`src/hdl/lru_key_value_cache_defines.svh`:
```
// Assertion macros for the key/value cache. The enclosing module must provide
// clk and arst_n.
`ifndef LRU_KEY_VALUE_CACHE_DEFINES_SVH
`define LRU_KEY_VALUE_CACHE_DEFINES_SVH

`ifndef ASSERT_OFF
`define LKV_ASSERT(label, prop) \
	label: assert property (@(posedge clk) disable iff (!arst_n) (prop)) \
		else $error("lkv: assertion failed");
`define LKV_ASSERT_NEXT(label, pre, post) \
	label: assert property (@(posedge clk) disable iff (!arst_n) (pre) |=> (post)) \
		else $error("lkv: assertion failed");
`else
`define LKV_ASSERT(label, prop)
`define LKV_ASSERT_NEXT(label, pre, post)
`endif

`endif

```
`src/hdl/lkv_pkg.sv`:
```
`default_nettype none
package lkv_pkg;
	localparam int CAPACITY = 16;
	localparam int IDX_W    = (CAPACITY > 1) ? $clog2(CAPACITY) : 1;
	localparam int CNT_W    = $clog2(CAPACITY + 1);
	localparam int OCC_W    = 5;
	localparam int DATA_W   = 32;

	localparam logic [OCC_W-1:0]  OCC_MAX   = '1;
	localparam logic [DATA_W-1:0] ALL_ONES  = '1;
	localparam logic [DATA_W-1:0] STAMP_MAX = '1;

	typedef logic [1:0] cmd_t;
	localparam cmd_t CMD_GET    = 2'd0;
	localparam cmd_t CMD_INSERT = 2'd1;
	localparam cmd_t CMD_REMOVE = 2'd2;

	typedef logic [IDX_W-1:0] idx_t;

	typedef struct packed {
		logic [DATA_W-1:0] key;
		logic [DATA_W-1:0] value;
		logic [DATA_W-1:0] stamp;
	} entry_t;

	localparam int ENTRY_W = $bits(entry_t);

	// Result of one scan over the entry memory.
	typedef struct packed {
		logic              match_found;
		idx_t              match_idx;
		logic [DATA_W-1:0] match_value;
		logic              free_found;
		idx_t              free_idx;
		logic              old_found;
		idx_t              old_idx;
	} scan_res_t;
endpackage
`default_nettype wire

```
`src/hdl/lkv_if.sv`:
```
`default_nettype none
interface lkv_req_if;
	import lkv_pkg::*;
	logic               valid;
	logic               ready;
	cmd_t               command;
	logic signed [31:0] key;
	logic signed [31:0] value;
	modport source(output valid, command, key, value, input ready);
	modport sink(input valid, command, key, value, output ready);
endinterface

interface lkv_rsp_if;
	import lkv_pkg::*;
	logic               valid;
	logic               ready;
	logic               found;
	logic signed [31:0] read_value;
	logic [OCC_W-1:0]   occupancy;
	modport source(output valid, found, read_value, occupancy, input ready);
	modport sink(input valid, found, read_value, occupancy, output ready);
endinterface
`default_nettype wire

```
`src/hdl/lkv_ram.sv`:
```
`default_nettype none
module lkv_ram #(
	parameter int DEPTH = 16,
	parameter int WIDTH = 96,
	parameter int AW    = (DEPTH > 1) ? $clog2(DEPTH) : 1
) (
	input  wire logic             clk,
	input  wire logic             we,
	input  wire logic [AW-1:0]    waddr,
	input  wire logic [WIDTH-1:0] wdata,
	input  wire logic             re,
	input  wire logic [AW-1:0]    raddr,
	output logic      [WIDTH-1:0] rdata
);
	logic [WIDTH-1:0] mem [DEPTH];

	always_ff @(posedge clk) begin
		if (we) begin
			mem[waddr] <= wdata;
		end
	end

	always_ff @(posedge clk) begin
		if (re) begin
			rdata <= mem[raddr];
		end
	end
endmodule
`default_nettype wire

```
`src/hdl/lkv_scan.sv`:
```
`default_nettype none
module lkv_scan (
	input  wire logic                      clk,
	input  wire logic                      arst_n,
	input  wire logic                      start,
	input  wire logic                      cmp_vld,
	input  wire lkv_pkg::idx_t             cmp_idx,
	input  wire logic                      cmp_valid_bit,
	input  wire lkv_pkg::entry_t           entry,
	input  wire logic [lkv_pkg::DATA_W-1:0] key,
	output lkv_pkg::scan_res_t             res
);
	import lkv_pkg::*;

	logic              match_found_q;
	idx_t              match_idx_q;
	logic [DATA_W-1:0] match_value_q;
	logic              free_found_q;
	idx_t              free_idx_q;
	logic              old_found_q;
	idx_t              old_idx_q;
	logic [DATA_W-1:0] old_stamp_q;

	always_ff @(posedge clk or negedge arst_n) begin
		if (!arst_n) begin
			match_found_q <= 1'b0;
			free_found_q  <= 1'b0;
			old_found_q   <= 1'b0;
		end else if (start) begin
			match_found_q <= 1'b0;
			free_found_q  <= 1'b0;
			old_found_q   <= 1'b0;
		end else if (cmp_vld) begin
			if (cmp_valid_bit && entry.key == key && !match_found_q) begin
				match_found_q <= 1'b1;
			end
			if (!cmp_valid_bit) begin
				free_found_q <= 1'b1;
			end
			if (cmp_valid_bit) begin
				old_found_q <= 1'b1;
			end
		end
	end

	// Entries are visited in ascending order, so the first hit is the lowest index
	// and a strict compare keeps the lowest index among equal stamps.
	always_ff @(posedge clk) begin
		if (cmp_vld && !start) begin
			if (cmp_valid_bit && entry.key == key && !match_found_q) begin
				match_idx_q   <= cmp_idx;
				match_value_q <= entry.value;
			end
			if (!cmp_valid_bit && !free_found_q) begin
				free_idx_q <= cmp_idx;
			end
			if (cmp_valid_bit && (!old_found_q || entry.stamp < old_stamp_q)) begin
				old_idx_q   <= cmp_idx;
				old_stamp_q <= entry.stamp;
			end
		end
	end

	assign res.match_found = match_found_q;
	assign res.match_idx   = match_idx_q;
	assign res.match_value = match_value_q;
	assign res.free_found  = free_found_q;
	assign res.free_idx    = free_idx_q;
	assign res.old_found   = old_found_q;
	assign res.old_idx     = old_idx_q;
endmodule
`default_nettype wire

```
`src/hdl/lru_key_value_cache.sv`:
```
// Fully associative key/value cache with least-recently-used replacement.
// Each request transaction carries a get, insert or remove; each produces
// exactly one response transaction with found, read_value and occupancy.
// Each response is registered; the entry memory has a single read port,
// so the key match, the first free slot and the oldest stamp are found by
// one pass reading one entry per cycle, followed by a single write-back.
// One request is in flight at a time; the next is accepted in the cycle
// after the response is registered, even if it has not been taken yet, so
// a request is not taken until the last one is written back. A response
// that is still waiting holds the following request in its write-back cycle.
// No clearing pass follows reset, since entry validity is held in flip-flops.
`default_nettype none
`include "lru_key_value_cache_defines.svh"
module lru_key_value_cache (
	input  wire logic clk,
	input  wire logic arst_n,
	lkv_req_if.sink   req,
	lkv_rsp_if.source rsp
);
	import lkv_pkg::*;

	typedef enum logic [3:0] {
		S_IDLE  = 4'b0001,
		S_SCAN  = 4'b0010,
		S_LAST  = 4'b0100,
		S_WRITE = 4'b1000
	} state_t;

	localparam idx_t LAST_IDX = IDX_W'(CAPACITY - 1);

	state_t              state_q;
	idx_t                rd_idx_q;
	logic                cmp_vld_s1;
	idx_t                cmp_idx_s1;
	cmd_t                cmd_q;
	logic [DATA_W-1:0]   key_q;
	logic [DATA_W-1:0]   value_q;
	logic [CAPACITY-1:0] valid_q;
	logic [CNT_W-1:0]    cnt_q;
	logic [DATA_W-1:0]   use_cnt_q;

	logic                rsp_valid_q;
	logic                found_q;
	logic [DATA_W-1:0]   read_value_q;
	logic [OCC_W-1:0]    occupancy_q;

	logic                accept;
	logic                do_write;
	logic                ram_re;
	entry_t              ram_rdata;
	logic                we;
	idx_t                waddr;
	entry_t              wdata;
	scan_res_t           res;

	logic [DATA_W-1:0]   stamp_next;
	logic                bump;
	logic                set_valid;
	logic                clr_valid;
	idx_t                valid_idx;
	logic [CNT_W-1:0]    cnt_next;
	logic                found_next;
	logic [DATA_W-1:0]   read_value_next;
	logic [31:0]         cnt_wide;
	logic [OCC_W-1:0]    occ_next;

	assign accept   = req.valid && req.ready;
	assign do_write = (state_q == S_WRITE) && (!rsp_valid_q || rsp.ready);
	assign ram_re   = (state_q == S_SCAN);

	assign req.ready = (state_q == S_IDLE);

	lkv_ram #(
		.DEPTH(CAPACITY),
		.WIDTH(ENTRY_W)
	) u_ram (
		.clk  (clk),
		.we   (we),
		.waddr(waddr),
		.wdata(wdata),
		.re   (ram_re),
		.raddr(rd_idx_q),
		.rdata(ram_rdata)
	);

	lkv_scan u_scan (
		.clk          (clk),
		.arst_n       (arst_n),
		.start        (accept),
		.cmp_vld      (cmp_vld_s1),
		.cmp_idx      (cmp_idx_s1),
		.cmp_valid_bit(valid_q[cmp_idx_s1]),
		.entry        (ram_rdata),
		.key          (key_q),
		.res          (res)
	);

	always_ff @(posedge clk or negedge arst_n) begin
		if (!arst_n) begin
			state_q    <= S_IDLE;
			rd_idx_q   <= '0;
			cmp_vld_s1 <= 1'b0;
		end else begin
			cmp_vld_s1 <= ram_re;
			unique case (state_q)
				S_IDLE: begin
					if (accept) begin
						rd_idx_q <= '0;
						state_q  <= S_SCAN;
					end
				end
				S_SCAN: begin
					if (rd_idx_q == LAST_IDX) begin
						state_q <= S_LAST;
					end else begin
						rd_idx_q <= rd_idx_q + IDX_W'(1);
					end
				end
				S_LAST: begin
					state_q <= S_WRITE;
				end
				S_WRITE: begin
					if (do_write) begin
						state_q <= S_IDLE;
					end
				end
				default: begin
					state_q <= S_IDLE;
				end
			endcase
		end
	end

	always_ff @(posedge clk) begin
		cmp_idx_s1 <= rd_idx_q;
		if (accept) begin
			cmd_q   <= req.command;
			key_q   <= req.key;
			value_q <= req.value;
		end
	end

	assign stamp_next = (use_cnt_q == STAMP_MAX) ? use_cnt_q : use_cnt_q + DATA_W'(1);

	always_comb begin
		we              = 1'b0;
		waddr           = res.match_idx;
		wdata.key       = key_q;
		wdata.value     = value_q;
		wdata.stamp     = stamp_next;
		bump            = 1'b0;
		set_valid       = 1'b0;
		clr_valid       = 1'b0;
		valid_idx       = res.match_idx;
		cnt_next        = cnt_q;
		found_next      = 1'b0;
		read_value_next = ALL_ONES;
		case (cmd_q)
			CMD_GET: begin
				if (res.match_found) begin
					we              = 1'b1;
					wdata.value     = res.match_value;
					bump            = 1'b1;
					found_next      = 1'b1;
					read_value_next = res.match_value;
				end
			end
			CMD_INSERT: begin
				bump = 1'b1;
				if (res.match_found) begin
					we         = 1'b1;
					found_next = 1'b1;
				end else if (res.free_found) begin
					we        = 1'b1;
					waddr     = res.free_idx;
					set_valid = 1'b1;
					valid_idx = res.free_idx;
					cnt_next  = cnt_q + CNT_W'(1);
				end else if (res.old_found) begin
					we        = 1'b1;
					waddr     = res.old_idx;
				end else begin
					bump = 1'b0;
				end
			end
			CMD_REMOVE: begin
				if (res.match_found) begin
					clr_valid  = 1'b1;
					cnt_next   = cnt_q - CNT_W'(1);
					found_next = 1'b1;
				end
			end
			default: begin
			end
		endcase
		if (!do_write) begin
			we        = 1'b0;
			bump      = 1'b0;
			set_valid = 1'b0;
			clr_valid = 1'b0;
		end
	end

	// Occupancy saturates at the field maximum for large capacities.
	assign cnt_wide = 32'(cnt_next);
	assign occ_next = (cnt_wide > 32'(OCC_MAX)) ? OCC_MAX : cnt_wide[OCC_W-1:0];

	always_ff @(posedge clk or negedge arst_n) begin
		if (!arst_n) begin
			valid_q     <= '0;
			cnt_q       <= '0;
			use_cnt_q   <= '0;
			rsp_valid_q <= 1'b0;
		end else begin
			if (set_valid) begin
				valid_q[valid_idx] <= 1'b1;
			end
			if (clr_valid) begin
				valid_q[valid_idx] <= 1'b0;
			end
			if (do_write) begin
				cnt_q       <= cnt_next;
				rsp_valid_q <= 1'b1;
			end else if (rsp.ready) begin
				rsp_valid_q <= 1'b0;
			end
			if (bump) begin
				use_cnt_q <= stamp_next;
			end
		end
	end

	always_ff @(posedge clk) begin
		if (do_write) begin
			found_q      <= found_next;
			read_value_q <= read_value_next;
			occupancy_q  <= occ_next;
		end
	end

	assign rsp.valid      = rsp_valid_q;
	assign rsp.found      = found_q;
	assign rsp.read_value = read_value_q;
	assign rsp.occupancy  = occupancy_q;

	`LKV_ASSERT(a_cnt_matches_valid, cnt_q == CNT_W'($countones(valid_q)))
	`LKV_ASSERT(a_use_cnt_monotonic, use_cnt_q >= $past(use_cnt_q))
	`LKV_ASSERT_NEXT(a_write_returns, do_write, state_q == S_IDLE && rsp_valid_q)
endmodule
`default_nettype wire

```
`src/flat_wrapper.sv`:
```
// flat-port wrapper written by rule: the top's interface ports become plain ports
module lru_key_value_cache_flat import lkv_pkg::*;
  (clk, arst_n, req_valid, req_command, req_key, req_value, req_ready, rsp_valid, rsp_found, rsp_read_value, rsp_occupancy, rsp_ready);
  lkv_req_if req_i ();
  lkv_rsp_if rsp_i ();
  input  wire logic clk;
  input  wire logic arst_n;
  input wire logic [$bits(req_i.valid)-1:0] req_valid;
  input wire logic [$bits(req_i.command)-1:0] req_command;
  input wire logic [$bits(req_i.key)-1:0] req_key;
  input wire logic [$bits(req_i.value)-1:0] req_value;
  output wire logic [$bits(req_i.ready)-1:0] req_ready;
  output wire logic [$bits(rsp_i.valid)-1:0] rsp_valid;
  output wire logic [$bits(rsp_i.found)-1:0] rsp_found;
  output wire logic [$bits(rsp_i.read_value)-1:0] rsp_read_value;
  output wire logic [$bits(rsp_i.occupancy)-1:0] rsp_occupancy;
  input wire logic [$bits(rsp_i.ready)-1:0] rsp_ready;
  assign req_i.valid = req_valid;
  assign req_i.command = req_command;
  assign req_i.key = req_key;
  assign req_i.value = req_value;
  assign req_ready = req_i.ready;
  assign rsp_valid = rsp_i.valid;
  assign rsp_found = rsp_i.found;
  assign rsp_read_value = rsp_i.read_value;
  assign rsp_occupancy = rsp_i.occupancy;
  assign rsp_i.ready = rsp_ready;
  lru_key_value_cache u_core (.clk(clk), .arst_n(arst_n), .req(req_i), .rsp(rsp_i));
endmodule
```
`config.mk`:
```
export PLATFORM = sky130hd
export DESIGN_NAME = lru_key_value_cache_flat
export DESIGN_NICKNAME = d
export VERILOG_FILES = /design/src/hdl/lkv_pkg.sv /design/src/hdl/lkv_if.sv /design/src/hdl/lkv_ram.sv /design/src/hdl/lkv_scan.sv /design/src/hdl/lru_key_value_cache.sv /design/src/flat_wrapper.sv
export VERILOG_INCLUDE_DIRS = /design/src /design/src/hdl
export SDC_FILE = /design/constraint.sdc
export NUM_CORES = 2
export LEC_CHECK = 0
export ABC_AREA = 1
export BUFFER_PORTS_ARGS = -buffer_cell sky130_fd_sc_hd__buf_4
export CORE_MARGIN = 1.5
export CORE_UTILIZATION = 35
export CTS_CLUSTER_SIZE = 28
export DETAILED_ROUTE_END_ITERATION = 10
export GPL_TIMING_DRIVEN = 0
export HOLD_SLACK_MARGIN = 0.1
export PLACE_DENSITY_LB_ADDON = 0.1
export SYNTH_ARGS = -nofsm -noshare
export SYNTH_HDL_FRONTEND = slang
export SYNTH_SLANG_ARGS = --single-unit
```
`constraint.sdc`:
```
create_clock -name clk -period 5.6 [get_ports clk]
set_input_delay 1.12 -clock clk [delete_from_list [all_inputs] [get_ports clk]]
set_output_delay 1.12 -clock clk [all_outputs]
set_load 0.05 [all_outputs]
```
# [Yosys cells after proc, flatten, opt, wreduce, memory -nomap -nowiden]
# Memories as Yosys holds them, arrays and structs flattened. A register that Yosys moved wholly into a read port is not among the register bits.
# Index checks and enable logic that the tools add are counted.
[word_totals] register_bits=250 mem_bits_rw=1536 in_bits=70 out_inout_bits=40 elab_cells=133 memories=1
[memory_table] name="u_core.u_ram.mem" words=16 width=96 rd=1 rd_clocked_by_memory_dff=1 wr=1 line="lkv_ram.sv:15" rtl="logic [WIDTH-1:0] mem [DEPTH];"
[op_classes] add_sub_neg=4 n_lt_le_gt_ge=5 eq_ne=14 mux=52 bitwise_logic=3 reduce_logical=32
[ops] cell="32-bit 2-to-1 mux" count=3
[ops] cell="4-bit 2-to-1 mux" count=12
[ops] cell="32-bit by 1-bit adder with 32-bit output (second input constant)" count=1
[ops] cell="32-bit == test" count=1
[ops] cell="32-bit == test (second input constant)" count=1
[ops] cell="32-bit less-than comparator" count=1
[ops] cell="16-bit 2-to-1 mux" count=2
[ops] cell="1-bit 2-to-1 mux" count=26
[ops] cell="16-bit AND" count=1
[ops] cell="16-bit NOT" count=1
[ops] cell="16-bit bitwise OR" count=1
[ops] cell="4-bit case mux with 4 select lines" count=1
[ops] cell="5-bit 2-to-1 mux" count=3
[ops] cell="2-bit AND reduction" count=7
[ops] cell="4-bit by 5-bit less-than comparator with 1-bit output (second input constant)" count=2
[ops] cell="5-bit case mux with 2 select lines" count=1
[ops] cell="2-bit nonzero test" count=5
[ops] cell="4-bit == test (second input constant)" count=2
[ops] cell="1-bit logical AND" count=8
[ops] cell="2-bit inequality test (second input constant)" count=4
[ops] cell="4-bit case mux with 2 select lines" count=1
[ops] cell="1-bit zero test" count=6
[ops] cell="3-bit AND reduction" count=2
[ops] cell="5-bit by 1-bit adder with 5-bit output (second input constant)" count=1
[ops] cell="other kinds (16)" count=17

# [Depth between registers and ports, before layout]
[depth] ltp_word=11 ltp_mapped=14 ltp_nobuf=13

# [Cells and area by module]
# A second synthesis with hierarchy kept.
[unflattened] hier_cells=7558 hier_area_um2=80880.1
[by_module_without_submodules] module="lkv_ram" instances=1 cells_per_inst=6302 area_per_inst_um2=68669.6 seq_area_each_um2=49007.0
[by_module_without_submodules] module="lru_key_value_cache" instances=1 cells_per_inst=899 area_per_inst_um2=8252.9 seq_area_each_um2=4780.8
[by_module_without_submodules] module="lkv_scan" instances=1 cells_per_inst=357 area_per_inst_um2=3957.5 seq_area_each_um2=2357.3

# [Worst setup path before layout]
# No wires, ideal clock.
[synth_path] kind="input to register" startpoint="input rsp_ready" endpoint="memory u_core.u_ram.mem[11][0], enable pin" setup_time_ns=0.551 arrival_time_ns=5.886 required_time_ns=5.049 setup_slack_ns=-0.837 cell_stages=8 n_path_buf=0 path_cell_list="nor2_1 > nor2_2 > inv_1 > nor2_4 > inv_1 > nor2_1 > nand2_1 > nor2_1"
[synth_via] elab_chain_len=5
[synth_rtl] element="start: declaration" line="flat_wrapper.sv:17" rtl="input wire logic [$bits(rsp_i.ready)-1:0] rsp_ready;"
[synth_rtl] element="1-bit logical OR" line="lru_key_value_cache.sv:68" rtl="assign do_write = (state_q == S_WRITE) && (!rsp_valid_q || rsp.ready);"
[synth_rtl] element="1-bit logical AND" line="lru_key_value_cache.sv:68"
[synth_rtl] element="1-bit 2-to-1 mux" line="lru_key_value_cache.sv:196" rtl="if (!do_write) begin"
[synth_rtl] element="1-bit 2-to-1 mux" line="lkv_ram.sv:18" rtl="if (we) begin"
[synth_rtl] element="1-bit 2-to-1 mux (not written as such)" line="lkv_ram.sv:19" rtl="mem[waddr] <= wdata;"
[synth_rtl] element="end: declaration" line="lkv_ram.sv:15"
# Every way passes these cells.

# [Worst setup path in the final report]
[layout_path] startpoint="register u_core.cmd_q[1]" endpoint="memory u_core.u_ram.mem[0][74], enable pin"
[layout_via] elab_chain_len=5 word_cells_on_any_way=7 cone_classes="eq/ne: 1; mux: 5; reduce/logical: 1"
[layout_rtl] element="start: declaration" line="lru_key_value_cache.sv:35" rtl="cmd_t cmd_q;"
[layout_rtl] element="start signal: assignment" line="lru_key_value_cache.sv:137" rtl="cmd_q <= req.command;"
[layout_rtl] element="2-bit by 1-bit == test with 1-bit output or 2-bit zero test (tied branches)" line="lru_key_value_cache.sv:158" rtl="case (cmd_q)"
[layout_rtl] element="1-bit case mux with 2 select lines" line="lru_key_value_cache.sv:158"
[layout_rtl] element="1-bit 2-to-1 mux" line="lru_key_value_cache.sv:196"
[layout_rtl] element="1-bit 2-to-1 mux" line="lkv_ram.sv:18"
[layout_rtl] element="1-bit 2-to-1 mux (not written as such)" line="lkv_ram.sv:19"
# Parallel ways exist; a longest one is shown, timed or not.

==> reports/results.txt <==
Final period util: 90.8%
CTS sink cnt: 1882
Internal reg-to-reg setup slack: 520 ps
Hold Path Class: input pin to async pin
GRT Total Usage: 23.2%
Register area share after synthesis: 75.6%
Number of placed I/O pins: 110
Crit path max fanout: 19
Slew Limit Headroom: 3.31%
Grt total ovfl: 0
DR vias: 45979
Vias in the first global route: 44862
Syn_area_per_cell: 14.6 um^2
Placed cell count: 8095
Syn Nets: 5203
Endpoints failing hold: 0
Die height: 464 um
Maximum vdd drop: 0.268 mV
Initial DRC count: 5037
H-Tree Depth: 4
Crit Reg-Reg Startpoint: u_core.cmd_q[1]$_DFFE_PP_
Met2 WL: 118000 um
CTS Buf Count: 202
Die Wd: 464 um
Met3 routed WL: 15000 um
Initial antenna violation count: 20
Die area: 215000 um^2
Worst reg-to-reg path cell count: 14
EDFF count, synth: 1812
Clk buf depth: 3
Post-DP Area: 80500 um^2
Post-Syn Instances: 5094
Slew Viols, Final: 0
WL met1: 115000 um
Max-Cap Viols: 0
Non-Filler Instances: 8472
Reg area: 56100 um^2
Minimum clock period: 5080 ps
Skew-Pair Late Insertion Delay: 870 ps
Share of layout cells above drive strength 1: 12.0%
CP Data Required Time: 6130 ps
Nets@finish: 5607
Final GP Congestion: 0.831
Rows: 168
Pin count of the biggest net entering global routing: 67
Global-route wire length before repair: 353000 um
IO Port Bufs: 109
Worst Setup End Kind: flop
Syn Std Cell Area: 74200 um^2
Crit path kind: flop to flop
Setup TNS Final: 0 ps
Final Setup Violations: 0
Cts hold-fix bufs: 0
Capturing point of the worst reg2reg path: u_core.u_ram.mem[0][74]$_DFFE_PP_
FILL cells: 19316
Final Skew: 37.6 ps
Power Dens Cells: 466 nW/um^2
Critical Path Source Type: flop
CTS root buf: clkbuf_16
RSZ-0062 raised after global routing: false
P_leak: 0.0290 uW
Vias/cell: 5.43
Tightest Pin Transition: 1450 ps
Hpwl dp: 170000 um
DR pass1 iterations: 6
Final ANT Viol Nets: 0
Outcome: complete, no violations
Worst EP arrival: 5610 ps
Yosys cell types: 50
Core Region: 210000 um^2
Top_reg_cell synth: edfxtp_1
Max Clk Rate: 0.197 GHz
Wire length per cell: 29.9 um
FF+latch count, synth: 1882
Total wire length: 253000 um
Drt drc: 0
Syn-to-layout area delta: 16.8%
Final non-filler cell area: 86700 um^2
Ys async rst share: 3.51%
CTS tree: built
Worst-path clk slew: 60 ps
Top Layer Used: met4
Final Util: 41.2%
Initial core utilization: 35.3%
Multi-input logic area: 16000 um^2
Ys Warns: 0
worst max-delay path by stage:
stage	from	to	slack [ps]	cells after the start
floorplan	rsp_ready	u_core.u_ram.mem[11][0]$_DFFE_PP_	-840	8
global placement	u_core.cmd_q[1]$_DFFE_PP_	u_core.u_ram.mem[5][77]$_DFFE_PP_	-9570	10
detailed placement	u_core.cmd_q[0]$_DFFE_PP_	u_core.u_ram.mem[1][70]$_DFFE_PP_	-700	14
CTS	u_core.cmd_q[1]$_DFFE_PP_	u_core.u_ram.mem[1][75]$_DFFE_PP_	340	15
global route	u_core.cmd_q[0]$_DFFE_PP_	u_core.u_ram.mem[1][75]$_DFFE_PP_	190	15
finish	u_core.cmd_q[1]$_DFFE_PP_	u_core.u_ram.mem[0][74]$_DFFE_PP_	520	14
sequential cells by signal, indices dropped and copies added, names as in the netlist, 2 cells and up:
| name | count |
|---|---|
| u_core.rsp.read_value | 32 |
| u_core.key_q | 32 |
| u_core.rsp.occupancy | 5 |
| u_core.valid_q | 16 |
| u_core.state_q | 4 |
| u_core.value_q | 32 |
| u_core.rd_idx_q | 4 |
| u_core.cnt_q | 5 |
| u_core.u_scan.old_idx_q | 4 |
| u_core.u_scan.free_idx_q | 4 |
| u_core.use_cnt_q | 32 |
| u_core.cmp_idx_s1 | 4 |
| u_core.u_scan.match_value_q | 32 |
| u_core.u_ram.mem | 1536 |
| u_core.u_scan.match_idx_q | 4 |
| u_core.u_scan.old_stamp_q | 32 |
| u_core.cmd_q | 2 |
| u_core.u_ram.rdata | 96 |
what timing repair did:
action | CTS | global route
buffers inserted | 3 | 0
resized for setup | 1 | 0
hold endpoints to repair | 0 | 0
endpoints found under the setup margin | 791 | 0
final cells by class:
| cell class | count | area share (%) |
|---|---|---|
| flip-flops and latches | 1882 | 64.8 |
| multi-input cells | 2695 | 18.5 |
| clock buffers | 270 | 6.26 |
| well taps | 2805 | 4.05 |
| repair buffers | 200 | 3.04 |
| plain buffers | 309 | 1.63 |
| inverters | 208 | 0.922 |
| clock inverters | 97 | 0.815 |
| diodes | 6 | 0.0173 |
placed cells by master (no fill, tap or decap), drive strengths merged:
cell type | Yosys | routed
edfxtp | 1812 | 1812
nor2 | 669 | 669
o21ai | 501 | 501
clkbuf | 191 | 461
nand2 | 358 | 358
buf | 118 | 318
o221ai | 295 | 295
mux2i | 294 | 294
inv | 206 | 211
nand3 | 171 | 171
clkinv | 2 | 83
o211ai | 78 | 78
o32ai | 73 | 73
dfrtp | 65 | 65
or2 | 51 | 51
nor3 | 41 | 41
ha | 39 | 39
a21oi | 36 | 36
nand4 | 28 | 28
o22ai | 26 | 26
xor2 | 14 | 14
diode | 0 | 6
bufinv | 0 | 6
a32oi | 5 | 5
clkinvlp | 0 | 5
dfxtp | 4 | 4
nand3b | 3 | 3
nor4 | 3 | 3
a31oi | 3 | 3
o22a | 2 | 2
xnor2 | 1 | 1
o21a | 1 | 1
a41o | 1 | 1
a221oi | 1 | 1
a22oi | 1 | 1
dfstp | 1 | 1
critical path, cell delays in order (launching register included):
cell	delay [ps]
edfxtp_1	440
inv_1	110
ha_1	150
nand2_1	690
clkinvlp_4	320
buf_4	200
o32ai_1	120
nor2_4	280
buf_4	320
nand3_1	380
nor2_4	720
buf_12	290
buf_12	220
buf_12	220
buf_12	210
cells in the mapped netlist (8+ instances only):
cell	n	area, um^2
edfxtp_1	1812	54400
nor2_1	659	2470
o21ai_0	489	2450
nand2_1	352	1320
o221ai_1	295	2580
mux2i_1	294	2940
inv_1	198	743
clkbuf_1	191	717
nand3_1	170	851
buf_2	82	410
o211ai_1	78	586
o32ai_1	73	639
dfrtp_1	65	1630
or2_2	50	313
nor3_1	40	200
ha_1	39	488
a21oi_1	36	180
buf_4	28	210
nand4_1	28	175
o22ai_1	26	163
xor2_1	14	123
o21ai_1	8	40.0
routing by layer:
metal  up-vias  global-route usage (%)
li1      20228                       -
met1     23880                    33.1
met2      1572                    36.8
met3       299                    3.53
met4         0                    6.17
met5         -                       0
cell families (layout without fill, tap and decap cells):
group	after synthesis	count (layout)	share of synthesized area, %
flops	1882	1882	75.6
simple gates	1324	1324	7.45
compound gates	1023	1023	9.16
buf+inv	517	1084	2.95
mux	294	294	3.96
fa+ha+maj	39	39	0.657
xor+xnor	15	15	0.177
other cells	0	6	0
power by group:
group / total [uW] / switching, uW / internal [uW]
sequential: 16900 / 424 / 16500
combinational: 10800 / 8070 / 2720
clock: 12700 / 5640 / 7050
total: 40400 / 14100 / 26200
through the flow:
stage / setup slack [ps] / total power, uW / hold WS (ps)
after floorplan: -837 / 22700 / 345
after global placement: -9570 / 27900 / 402
after detailed placement: -701 / 27900 / 405
after CTS: 339 / 40600 / 371
after global routing: 187 / 41800 / 397
final: 517 / 40400 / 393
No activity file was read; power rests on OpenSTA's default activity.
